[src/sv/sau_pkg.sv]
// ----------------------------------------------------------------------------
// sau_pkg: shared types and constants of the stack arithmetic unit
// Command and status codes, channel payloads and the request and status
// structs between the sequencer and the shared arithmetic unit.
// ----------------------------------------------------------------------------
package sau_pkg;

  localparam int SAU_STACK_DEPTH = 16;
  localparam int SAU_WORD_WIDTH  = 32;

  typedef enum logic [2:0] {
    CMD_PUSH     = 3'd0,
    CMD_POP      = 3'd1,
    CMD_ADD      = 3'd2,
    CMD_SUB      = 3'd3,
    CMD_MULT     = 3'd4,
    CMD_DIV      = 3'd5,
    CMD_ADD_ALL  = 3'd6,
    CMD_MULT_ALL = 3'd7
  } cmd_code_t;

  typedef enum logic [1:0] {
    ST_OK        = 2'd0,
    ST_UNDERFLOW = 2'd1,
    ST_OVERFLOW  = 2'd2,
    ST_DIV_ZERO  = 2'd3
  } status_t;

  typedef enum logic [1:0] {
    ALU_ADD = 2'd0,
    ALU_SUB = 2'd1,
    ALU_MUL = 2'd2,
    ALU_DIV = 2'd3
  } alu_op_t;

  typedef struct packed {
    cmd_code_t          command;
    logic signed [31:0] push_value;
  } sau_cmd_t;

  typedef struct packed {
    logic signed [31:0] top_value;
    logic               top_valid;
    logic [4:0]         entry_count;
    status_t            status;
  } sau_rsp_t;

  typedef struct packed {
    logic    start;
    alu_op_t op;
  } alu_req_t;

  typedef struct packed {
    logic done;
    logic busy;
  } alu_stat_t;

endpackage

[src/sv/sau_if.sv]
// ----------------------------------------------------------------------------
// sau_if: request and response channels of the stack arithmetic unit
// Valid/ready channels; a request moves at an edge with valid and ready high.
// ----------------------------------------------------------------------------
interface sau_cmd_if;
  logic              valid;
  logic              ready;
  sau_pkg::sau_cmd_t data;

  modport source (output valid, output data, input ready);
  modport sink   (input valid, input data, output ready);
endinterface

interface sau_rsp_if;
  logic              valid;
  logic              ready;
  sau_pkg::sau_rsp_t data;

  modport source (output valid, output data, input ready);
  modport sink   (input valid, input data, output ready);
endinterface

[src/sv/sau_ram.sv]
// ----------------------------------------------------------------------------
// sau_ram: generic single-write, single-read RAM
// One write port, one read port, read data registered.
// ----------------------------------------------------------------------------
module sau_ram #(
  parameter int WIDTH = 32,
  parameter int DEPTH = 16,
  localparam int AW = (DEPTH > 1) ? $clog2(DEPTH) : 1
) (
  input  logic             clk,
  input  logic             we,
  input  logic [AW-1:0]    waddr,
  input  logic [WIDTH-1:0] wdata,
  input  logic [AW-1:0]    raddr,
  output logic [WIDTH-1:0] rdata
);

  logic [WIDTH-1:0] mem [DEPTH];

  always_ff @(posedge clk) begin
    if (we) begin
      mem[waddr] <= wdata;
    end
    rdata <= mem[raddr];
  end

endmodule

[src/sv/sau_alu.sv]
// ----------------------------------------------------------------------------
// sau_alu: shared iterative arithmetic unit
// One adder serves add, sub, shift-add multiply and restoring divide.
// ----------------------------------------------------------------------------
module sau_alu #(
  parameter int W = 32
) (
  input  logic                clk,
  input  logic                rst,
  input  sau_pkg::alu_req_t   req,
  input  logic [W-1:0]        x,
  input  logic [W-1:0]        y,
  output sau_pkg::alu_stat_t  stat,
  output logic [W-1:0]        result
);
  import sau_pkg::*;

  localparam int CW = $clog2(W + 1);

  typedef enum logic [2:0] {
    U_IDLE = 3'b001,
    U_RUN  = 3'b010,
    U_FIX  = 3'b100
  } ustate_t;

  ustate_t       ustate;
  alu_op_t       op_r;
  logic [W-1:0]  acc;
  logic [W-1:0]  ma;
  logic [W-1:0]  mb;
  logic [W-1:0]  rem;
  logic [W-1:0]  quo;
  logic [W-1:0]  dvs;
  logic          neg;
  logic [CW-1:0] cnt;
  logic          done;

  logic [W-1:0]  op_a;
  logic [W-1:0]  op_b;
  logic          sub;
  logic [W:0]    sum;
  logic [W-1:0]  shifted;
  logic [W-1:0]  x_mag;
  logic [W-1:0]  y_mag;

  assign shifted = {rem[W-2:0], quo[W-1]};
  assign x_mag   = x[W-1] ? (~x + W'(1)) : x;
  assign y_mag   = y[W-1] ? (~y + W'(1)) : y;

  // Steer the one adder
  always_comb begin
    op_a = x;
    op_b = y;
    sub  = (req.op == ALU_SUB);
    unique case (ustate)
      U_IDLE: begin
        op_a = x;
        op_b = y;
        sub  = (req.op == ALU_SUB);
      end
      U_RUN: begin
        if (op_r == ALU_MUL) begin
          op_a = acc;
          op_b = ma;
          sub  = 1'b0;
        end else begin
          op_a = shifted;
          op_b = dvs;
          sub  = 1'b1;
        end
      end
      U_FIX: begin
        op_a = '0;
        op_b = quo;
        sub  = 1'b1;
      end
      default: begin
        op_a = x;
        op_b = y;
        sub  = 1'b0;
      end
    endcase
  end

  assign sum = {1'b0, op_a} + {1'b0, op_b ^ {W{sub}}} + {{W{1'b0}}, sub};

  always_ff @(posedge clk) begin
    if (rst) begin
      ustate <= U_IDLE;
      done   <= 1'b0;
    end else begin
      done <= 1'b0;
      unique case (ustate)
        U_IDLE: begin
          if (req.start) begin
            op_r <= req.op;
            unique case (req.op)
              ALU_ADD, ALU_SUB: begin
                result <= sum[W-1:0];
                done   <= 1'b1;
              end
              ALU_MUL: begin
                acc    <= '0;
                ma     <= x;
                mb     <= y;
                cnt    <= CW'(W);
                ustate <= U_RUN;
              end
              ALU_DIV: begin
                rem    <= '0;
                quo    <= x_mag;
                dvs    <= y_mag;
                neg    <= x[W-1] ^ y[W-1];
                cnt    <= CW'(W);
                ustate <= U_RUN;
              end
              default: ustate <= U_IDLE;
            endcase
          end
        end
        U_RUN: begin
          if (op_r == ALU_MUL) begin
            if (mb[0]) begin
              acc <= sum[W-1:0];
            end
            ma <= {ma[W-2:0], 1'b0};
            mb <= {1'b0, mb[W-1:1]};
          end else if (sum[W]) begin
            rem <= sum[W-1:0];
            quo <= {quo[W-2:0], 1'b1};
          end else begin
            rem <= shifted;
            quo <= {quo[W-2:0], 1'b0};
          end
          cnt <= cnt - CW'(1);
          if (cnt == CW'(1)) begin
            ustate <= U_FIX;
          end
        end
        U_FIX: begin
          // Multiply passes acc; divide applies the quotient sign through the adder
          if (op_r == ALU_MUL) begin
            result <= acc;
          end else begin
            result <= neg ? sum[W-1:0] : quo;
          end
          done   <= 1'b1;
          ustate <= U_IDLE;
        end
        default: ustate <= U_IDLE;
      endcase
    end
  end

  assign stat.done = done;
  assign stat.busy = (ustate != U_IDLE);

  a_start_when_idle: assert property (@(posedge clk) disable iff (rst)
    req.start |-> (ustate == U_IDLE))
    else $error("alu started while busy");

  a_done_after_fix: assert property (@(posedge clk) disable iff (rst)
    (ustate == U_FIX) |=> (done && ustate == U_IDLE))
    else $error("alu did not finish after sign fix");

  a_done_when_idle: assert property (@(posedge clk) disable iff (rst)
    done |-> (ustate == U_IDLE))
    else $error("alu reported done while still running");

endmodule

[src/sv/stack_arithmetic_unit.sv]
// ----------------------------------------------------------------------------
// stack_arithmetic_unit: operand stack of signed words with a command per step
// Push, pop, binary add/sub/mult/div and whole-stack add/mult folds, run by a
// small sequencer over one stack RAM and one shared iterative arithmetic unit.
// ----------------------------------------------------------------------------
//
//   channel | dir | payload                                      | handshake
//   --------+-----+----------------------------------------------+----------
//   cmd     | in  | command, push_value                          | valid/ready
//   rsp     | out | top_value, top_valid, entry_count, status    | valid/ready
//
// Steps: the multiply and divide run one bit a cycle through the shared
//   adder in sau_alu; the folds fetch one entry at a time through the
//   single stack RAM read port, passing each through READ, FETCH and CALC.
// Reset: synchronous; clears the entry count, the sequencer and the response
//   valid. Stack RAM contents are not cleared; only live entries are read.
// Stalls: a finished response waits in the output register; the next request
//   is taken meanwhile, and the sequencer holds in DONE until the slot frees.
// ----------------------------------------------------------------------------
module stack_arithmetic_unit #(
  parameter int STACK_DEPTH = sau_pkg::SAU_STACK_DEPTH,
  parameter int WORD_WIDTH  = sau_pkg::SAU_WORD_WIDTH
) (
  input  logic      clk,
  input  logic      rst,
  sau_cmd_if.sink   cmd,
  sau_rsp_if.source rsp
);
  import sau_pkg::*;

  localparam int AW    = (STACK_DEPTH > 1) ? $clog2(STACK_DEPTH) : 1;
  localparam int CNT_W = $clog2(STACK_DEPTH + 1);

  typedef enum logic [5:0] {
    S_IDLE  = 6'b000001,
    S_READ  = 6'b000010,
    S_FETCH = 6'b000100,
    S_CALC  = 6'b001000,
    S_WRITE = 6'b010000,
    S_DONE  = 6'b100000
  } state_t;

  state_t                state;
  cmd_code_t             cmd_r;
  status_t               status_r;
  logic                  pop_ok;
  logic [CNT_W-1:0]      count;
  logic [WORD_WIDTH-1:0] top_reg;   // mirror of the top stack entry
  logic [WORD_WIDTH-1:0] acc;       // fold accumulator, result or popped word
  logic [AW-1:0]         idx;       // RAM read pointer
  logic [AW-1:0]         wptr;      // RAM write pointer
  logic                  rsp_valid;
  sau_rsp_t              rsp_data;

  // Stack RAM
  logic                  ram_we;
  logic [WORD_WIDTH-1:0] rdata;

  // Shared unit
  alu_req_t              alu_req;
  alu_stat_t             alu_stat;
  logic [WORD_WIDTH-1:0] alu_x;
  logic [WORD_WIDTH-1:0] alu_y;
  logic [WORD_WIDTH-1:0] alu_res;

  logic [WORD_WIDTH+31:0] push_ext;
  logic [WORD_WIDTH-1:0]  push_word;
  logic [CNT_W-1:0]       cnt_m1;
  logic [CNT_W-1:0]       cnt_m2;
  logic                   fold_last;
  logic                   is_fold;
  logic [WORD_WIDTH-1:0]  out_word;
  logic [WORD_WIDTH+31:0] out_ext;
  logic [CNT_W+4:0]       cnt_ext;

  // Sign-extend the pushed word, then keep the low word bits
  assign push_ext  = {{WORD_WIDTH{cmd.data.push_value[31]}}, cmd.data.push_value};
  assign push_word = push_ext[WORD_WIDTH-1:0];

  assign cnt_m1    = count - CNT_W'(1);
  assign cnt_m2    = count - CNT_W'(2);
  assign fold_last = (CNT_W'(idx) == cnt_m1);
  assign is_fold   = (cmd_r == CMD_ADD_ALL) || (cmd_r == CMD_MULT_ALL);

  assign cmd.ready = (state == S_IDLE);
  assign ram_we    = (state == S_WRITE);

  sau_ram #(
    .WIDTH (WORD_WIDTH),
    .DEPTH (STACK_DEPTH)
  ) u_stack (
    .clk   (clk),
    .we    (ram_we),
    .waddr (wptr),
    .wdata (acc),
    .raddr (idx),
    .rdata (rdata)
  );

  // Pick the operation and operands for the shared unit; rdata holds the
  // entry fetched in READ. Sub is top minus next, div is next over top.
  always_comb begin
    alu_req.start = (state == S_FETCH) && (cmd_r != CMD_POP);
    alu_req.op    = ALU_ADD;
    alu_x         = top_reg;
    alu_y         = rdata;
    unique case (cmd_r)
      CMD_ADD: alu_req.op = ALU_ADD;
      CMD_SUB: alu_req.op = ALU_SUB;
      CMD_MULT: alu_req.op = ALU_MUL;
      CMD_DIV: begin
        alu_req.op = ALU_DIV;
        alu_x      = rdata;
        alu_y      = top_reg;
      end
      CMD_ADD_ALL: begin
        alu_req.op = ALU_ADD;
        alu_x      = acc;
      end
      CMD_MULT_ALL: begin
        alu_req.op = ALU_MUL;
        alu_x      = acc;
      end
      default: alu_req.op = ALU_ADD;
    endcase
  end

  sau_alu #(
    .W (WORD_WIDTH)
  ) u_alu (
    .clk    (clk),
    .rst    (rst),
    .req    (alu_req),
    .x      (alu_x),
    .y      (alu_y),
    .stat   (alu_stat),
    .result (alu_res)
  );

  // Response fields: a good pop reports the popped word, else the new top, or zero when empty
  assign out_word = pop_ok ? acc : ((count != '0) ? top_reg : '0);
  assign out_ext  = {32'b0, out_word};
  assign cnt_ext  = {5'b0, count};

  // Sequencer
  always_ff @(posedge clk) begin
    if (rst) begin
      state     <= S_IDLE;
      count     <= '0;
      rsp_valid <= 1'b0;
    end else begin
      // Drop the response on acceptance unless DONE reloads it this cycle
      if (rsp.ready && state != S_DONE) begin
        rsp_valid <= 1'b0;
      end
      unique case (state)
        S_IDLE: begin
          if (cmd.valid) begin
            cmd_r    <= cmd.data.command;
            status_r <= ST_OK;
            pop_ok   <= 1'b0;
            unique case (cmd.data.command) inside
              CMD_PUSH: begin
                if (count == CNT_W'(STACK_DEPTH)) begin
                  status_r <= ST_OVERFLOW;
                  state    <= S_DONE;
                end else begin
                  acc   <= push_word;
                  wptr  <= count[AW-1:0];
                  state <= S_WRITE;
                end
              end
              CMD_POP: begin
                if (count == '0) begin
                  status_r <= ST_UNDERFLOW;
                  state    <= S_DONE;
                end else begin
                  // Hold the popped word; refetch the new top if one remains
                  pop_ok <= 1'b1;
                  acc    <= top_reg;
                  count  <= cnt_m1;
                  if (count >= CNT_W'(2)) begin
                    idx   <= cnt_m2[AW-1:0];
                    state <= S_READ;
                  end else begin
                    state <= S_DONE;
                  end
                end
              end
              CMD_ADD, CMD_SUB, CMD_MULT, CMD_DIV: begin
                if (count < CNT_W'(2)) begin
                  status_r <= ST_UNDERFLOW;
                  state    <= S_DONE;
                end else if (cmd.data.command == CMD_DIV && top_reg == '0) begin
                  status_r <= ST_DIV_ZERO;
                  state    <= S_DONE;
                end else begin
                  idx   <= cnt_m2[AW-1:0];
                  wptr  <= cnt_m2[AW-1:0];
                  state <= S_READ;
                end
              end
              CMD_ADD_ALL: begin
                // An empty stack pushes zero straight away
                acc   <= '0;
                idx   <= '0;
                wptr  <= '0;
                state <= (count == '0) ? S_WRITE : S_READ;
              end
              CMD_MULT_ALL: begin
                if (count == '0) begin
                  status_r <= ST_UNDERFLOW;
                  state    <= S_DONE;
                end else begin
                  acc   <= WORD_WIDTH'(1);
                  idx   <= '0;
                  wptr  <= '0;
                  state <= S_READ;
                end
              end
              default: state <= S_IDLE;
            endcase
          end
        end
        S_READ: begin
          state <= S_FETCH;
        end
        S_FETCH: begin
          if (cmd_r == CMD_POP) begin
            top_reg <= rdata;
            state   <= S_DONE;
          end else begin
            state <= S_CALC;
          end
        end
        S_CALC: begin
          if (alu_stat.done) begin
            acc <= alu_res;
            if (is_fold && !fold_last) begin
              idx   <= idx + AW'(1);
              state <= S_READ;
            end else begin
              state <= S_WRITE;
            end
          end
        end
        S_WRITE: begin
          top_reg <= acc;
          unique case (cmd_r) inside
            CMD_PUSH:                  count <= count + CNT_W'(1);
            CMD_ADD_ALL, CMD_MULT_ALL: count <= CNT_W'(1);
            default:                   count <= cnt_m1;
          endcase
          state <= S_DONE;
        end
        S_DONE: begin
          // Load the response once the output register is free
          if (!rsp_valid || rsp.ready) begin
            rsp_valid            <= 1'b1;
            rsp_data.top_value   <= $signed(out_ext[31:0]);
            rsp_data.top_valid   <= pop_ok || (count != '0);
            rsp_data.entry_count <= cnt_ext[4:0];
            rsp_data.status      <= status_r;
            state                <= S_IDLE;
          end
        end
        default: state <= S_IDLE;
      endcase
    end
  end

  assign rsp.valid = rsp_valid;
  assign rsp.data  = rsp_data;

  a_count_bound: assert property (@(posedge clk) disable iff (rst)
    count <= CNT_W'(STACK_DEPTH))
    else $error("entry count beyond stack depth");

  a_push_not_full: assert property (@(posedge clk) disable iff (rst)
    (ram_we && cmd_r == CMD_PUSH) |-> (count < CNT_W'(STACK_DEPTH)))
    else $error("push written into a full stack");

  a_alu_idle_on_ready: assert property (@(posedge clk) disable iff (rst)
    cmd.ready |-> !alu_stat.busy)
    else $error("request taken while the arithmetic unit is busy");

  a_done_only_in_calc: assert property (@(posedge clk) disable iff (rst)
    alu_stat.done |-> (state == S_CALC))
    else $error("arithmetic result outside the calc step");

  a_done_loads_rsp: assert property (@(posedge clk) disable iff (rst)
    (state == S_DONE && (!rsp_valid || rsp.ready)) |=> (rsp_valid && state == S_IDLE))
    else $error("response not loaded on completion");

endmodule
[src/flat_wrapper.sv]
// flat-port wrapper written by rule: the top's interface ports become plain ports
module stack_arithmetic_unit_flat import sau_pkg::*;
#(
  parameter int STACK_DEPTH = sau_pkg::SAU_STACK_DEPTH,
  parameter int WORD_WIDTH  = sau_pkg::SAU_WORD_WIDTH
)
  (clk, rst, cmd_valid, cmd_data, cmd_ready, rsp_valid, rsp_data, rsp_ready);
  sau_cmd_if cmd_i ();
  sau_rsp_if rsp_i ();
  input  logic clk;
  input  logic rst;
  input wire logic [$bits(cmd_i.valid)-1:0] cmd_valid;
  input wire logic [$bits(cmd_i.data)-1:0] cmd_data;
  output wire logic [$bits(cmd_i.ready)-1:0] cmd_ready;
  output wire logic [$bits(rsp_i.valid)-1:0] rsp_valid;
  output wire logic [$bits(rsp_i.data)-1:0] rsp_data;
  input wire logic [$bits(rsp_i.ready)-1:0] rsp_ready;
  assign cmd_i.valid = cmd_valid;
  assign cmd_i.data = cmd_data;
  assign cmd_ready = cmd_i.ready;
  assign rsp_valid = rsp_i.valid;
  assign rsp_data = rsp_i.data;
  assign rsp_i.ready = rsp_ready;
  stack_arithmetic_unit #(.STACK_DEPTH(STACK_DEPTH), .WORD_WIDTH(WORD_WIDTH)) u_core (.clk(clk), .rst(rst), .cmd(cmd_i), .rsp(rsp_i));
endmodule
[config.mk]
export PLATFORM = sky130hd
export DESIGN_NAME = stack_arithmetic_unit_flat
export DESIGN_NICKNAME = d
export VERILOG_FILES = /design/src/sv/sau_pkg.sv /design/src/sv/sau_if.sv /design/src/sv/sau_ram.sv /design/src/sv/sau_alu.sv /design/src/sv/stack_arithmetic_unit.sv /design/src/flat_wrapper.sv
export SDC_FILE = /design/constraint.sdc
export NUM_CORES = 1
export LEC_CHECK = 0
export BUFFER_PORTS_ARGS = -buffer_cell sky130_fd_sc_hd__buf_2
export CAP_MARGIN = 20
export CORE_AREA = 2 2 272 274
export CTS_BUF_LIST = sky130_fd_sc_hd__clkbuf_2 sky130_fd_sc_hd__clkbuf_4 sky130_fd_sc_hd__clkbuf_8
export DETAILED_ROUTE_END_ITERATION = 10
export DIE_AREA = 0 0 274 276
export GPL_ROUTABILITY_DRIVEN = 0
export MAX_ROUTING_LAYER = met4
export PLACE_DENSITY_LB_ADDON = 0.1
export SLEW_MARGIN = 20
export SYNTH_ARGS = -nofsm -noshare
export SYNTH_HDL_FRONTEND = slang
export SYNTH_SLANG_ARGS = --single-unit
[constraint.sdc]
create_clock -name clk -period 18.5 [get_ports clk]
set_input_delay 4.625 -clock clk [delete_from_list [all_inputs] [get_ports clk]]
set_output_delay 4.625 -clock clk [all_outputs]
set_load 0.05 [all_outputs]
==> impl_metrics.csv <==
group,metric,value,unit
synth,synth_seq_area_share,0.6411,
place,dp_cells,4032,
cts,htree_levels,4,
synth,synth.avg_cell_area,13.40,sq um
die,num_io_pins,81,
synth,synth_cell_type_count,88,
place,hpwl,68890,microns
grt,grt_pass1_wl,164600,microns
drt,vias_per_cell,6.351,
finish,drive_gt1_frac,0.1909,
drt,finalWirelength,109500,microns
timing,setup_violations,0,
die,initial_utilization,0.5769,
grt,grt_util_all_layers,0.2998,
place,place_area,43440,sq um
finish,layoutNonFillerInstCount,4297,
cts,clock-root-buffer,"clkbuf_8",
synth,ys.flop_type,"edfxtp_1",
grt,grt_max_degree,111,
timing,tns,0,ns
finish,syn_to_final_growth,10.90,%
worst_setup_path,reg2reg_slack,12.62,ns
worst_setup_path,cp-end-kind,"primary output",
timing,fmax,0.1416,GHz
drt,ant_nets,0,
die,core.rowCount,99,
die,coreArea,72590,sq um
synth,synth-seq-cells,910,
cts,post-cts-setup-buffers,0,
synth,yosysMostFrequentCell,"edfxtp_1",
timing,skew,0.02627,ns
power,p_leak,15.83,nW
place,port_buffers,80,
synth,yosys-top-cells-area,"edfxtp_1 62%, mux4_2 8.6%, nand2_1 4.1%",
grt,grt_overflow_total,0,
synth,synth_cells,3124,
die,die_x,274,microns
cts,cts_tree,"yes",
die,die_y,276,microns
synth,synth_commonest_cells,"862 x edfxtp_1, 458 x nand2_1, 246 x nor2_1",
timing,finalCritPeriodShare,0.3816,
run_status,status,"completed",
timing,worst_pin_slew,1.201,ns
synth,synth_area,41880,sq um
worst_setup_path,worstPathArrival,2.43,ns
cts,cts_sinks,910,
timing,slew_viol_final,0,
cts,cts_buffer_depth,3,
drt,vias,27290,
drt,first_pass_iters,6,
drt,wl_per_cell,25.48,microns
finish,regMostFlops,"u_core.u_stack.mem",
timing,slew_headroom,0.1921,
finish,nets,3306,
worst_setup_path,worstSetupStartpointType,"register",
synth,synth_warnings,0,
die,die_area,75620,sq um
timing,rsz0062_at_grt,"false",
cts,clk_pin_slew,0.06,ns
cts,insertion_delay,0.80,ns
timing,hold_viol_final,0,
grt,antenna_found_initial,2,
worst_setup_path,cp.required,13.88,ns
drt,drt_iter0_markers,3282,
synth,syn_nets,3206,
cts,post_cts_resized,0,
finish,final_area,46440,sq um
synth,async_flop_share,0,
power,vdd_ir_drop_max,0.00008032,V
synth,yosysTopAreaCellShare,0.6181,
synth,yosysTopAreaCell,"edfxtp_1",
min_path,hold_class,"reg -> reg",
flow_run,cap_violations,0,
worst_setup_path,path_max_fanout,7,
worst_setup_path,crit_type,"reg -> out",
drt,drc,0,
cts,postCtsHoldBufs,0,
timing,min_period,7.060,ns
grt,grt_pass1_vias,26500,
cts,cts_buffers,147,
power,power_density,114.8,nW/um^2
synth,synth_edf_count,862,
finish,largest_reg_flops,512,
## worst paths after layout
| kind | start | end | cells after the start |
|---|---|---|---|
| min | u_core.status_r[1]$_DFFE_PP_ | u_core.rsp.data[1]$_DFFE_PP_ | 0 |
| max reg2reg | u_core.cmd_r[0]$_DFFE_PP_ | u_core.u_alu.result[31]$_DFFE_PP_ | 17 |
| max | u_core.state[1]$_SDFFE_PP0P_ | cmd_ready | 4 |
| min reg2reg | u_core.status_r[1]$_DFFE_PP_ | u_core.rsp.data[1]$_DFFE_PP_ | 0 |
## power by group
| part | switching [mW] | leakage, nW | internal [mW] |
|---|---|---|---|
| logic | 0.686 | 6.10 | 0.406 |
| registers | 0.0862 | 8.15 | 2.38 |
| clock network | 0.795 | 1.58 | 0.976 |
| total | 1.57 | 15.8 | 3.76 |
## per-layer routing
layer / vias to the layer above / wire (microns) / global-route usage
li1: 12120 / - / -
met2: 1296 / 50760 / 0.4444
met3: 207 / 8582 / 0.04733
met1: 13670 / 46910 / 0.4271
met4: 0 / 3217 / 0.1026
met5: - / 0 / -
## per-stage QoR
stage          hold WS [ns]  utilization  setup slack (ns)  power, mW
2_1_floorplan        0.4003            -             3.064      3.247
3_5_place_dp         0.4476       0.5985             11.31      3.564
3_3_place_gp         0.4509       0.5984             11.32      3.538
4_1_cts              0.4522       0.6394             11.41      5.330
6_report             0.4815       0.6398             11.44      5.331
5_1_grt              0.4628       0.6398             11.33      5.540
## critical path: stages (launching register included)
cell	delay (ns)
dfxtp_1	0.36
nor4_1	0.50
nand3b_1	0.24
inv_1	0.24
buf_2	0.31
## kinds of logic after synthesis
group / Yosys count / synth area share
XOR/XNOR: 132 / 0.02761
AO/OA/AOI/OAI: 646 / 0.09621
buffers and inverters: 234 / 0.02238
multiplexers: 219 / 0.1006
adder cells (fa/ha/maj): 43 / 0.01303
AND/OR/NAND/NOR: 940 / 0.09908
flip-flops: 910 / 0.6411
## cell usage in the layout (no fill, tap or decap), types with 14 or more instances in the layout
master / n
edfxtp_1: 862
nand2_1: 456
nor2_1: 231
a21oi_1: 183
mux4_2: 160
clkbuf_8: 153
o21ai_0: 149
buf_2: 81
clkbuf_4: 76
nand3_1: 73
xor2_1: 72
buf_4: 72
xnor2_1: 60
o22ai_1: 59
mux2i_1: 54
a31oi_1: 49
dfxtp_1: 48
a22oi_1: 47
ha_1: 42
nand2b_1: 30
inv_1: 29
a221oi_1: 28
a21o_1: 25
nor3_1: 24
o21a_1: 19
nor2_4: 14
## cell type report
type,count,area (sq um)
multi-input combinational,1980,14320
sequential,910,26850
timing repair buffer,155,985.9
clock inverter,32,291.5
antenna,2,5.005
fill,5396,26150
clock buffer,229,2676
tap,959,1200
inverter,30,112.6
(Power assumes the default switching activity.)
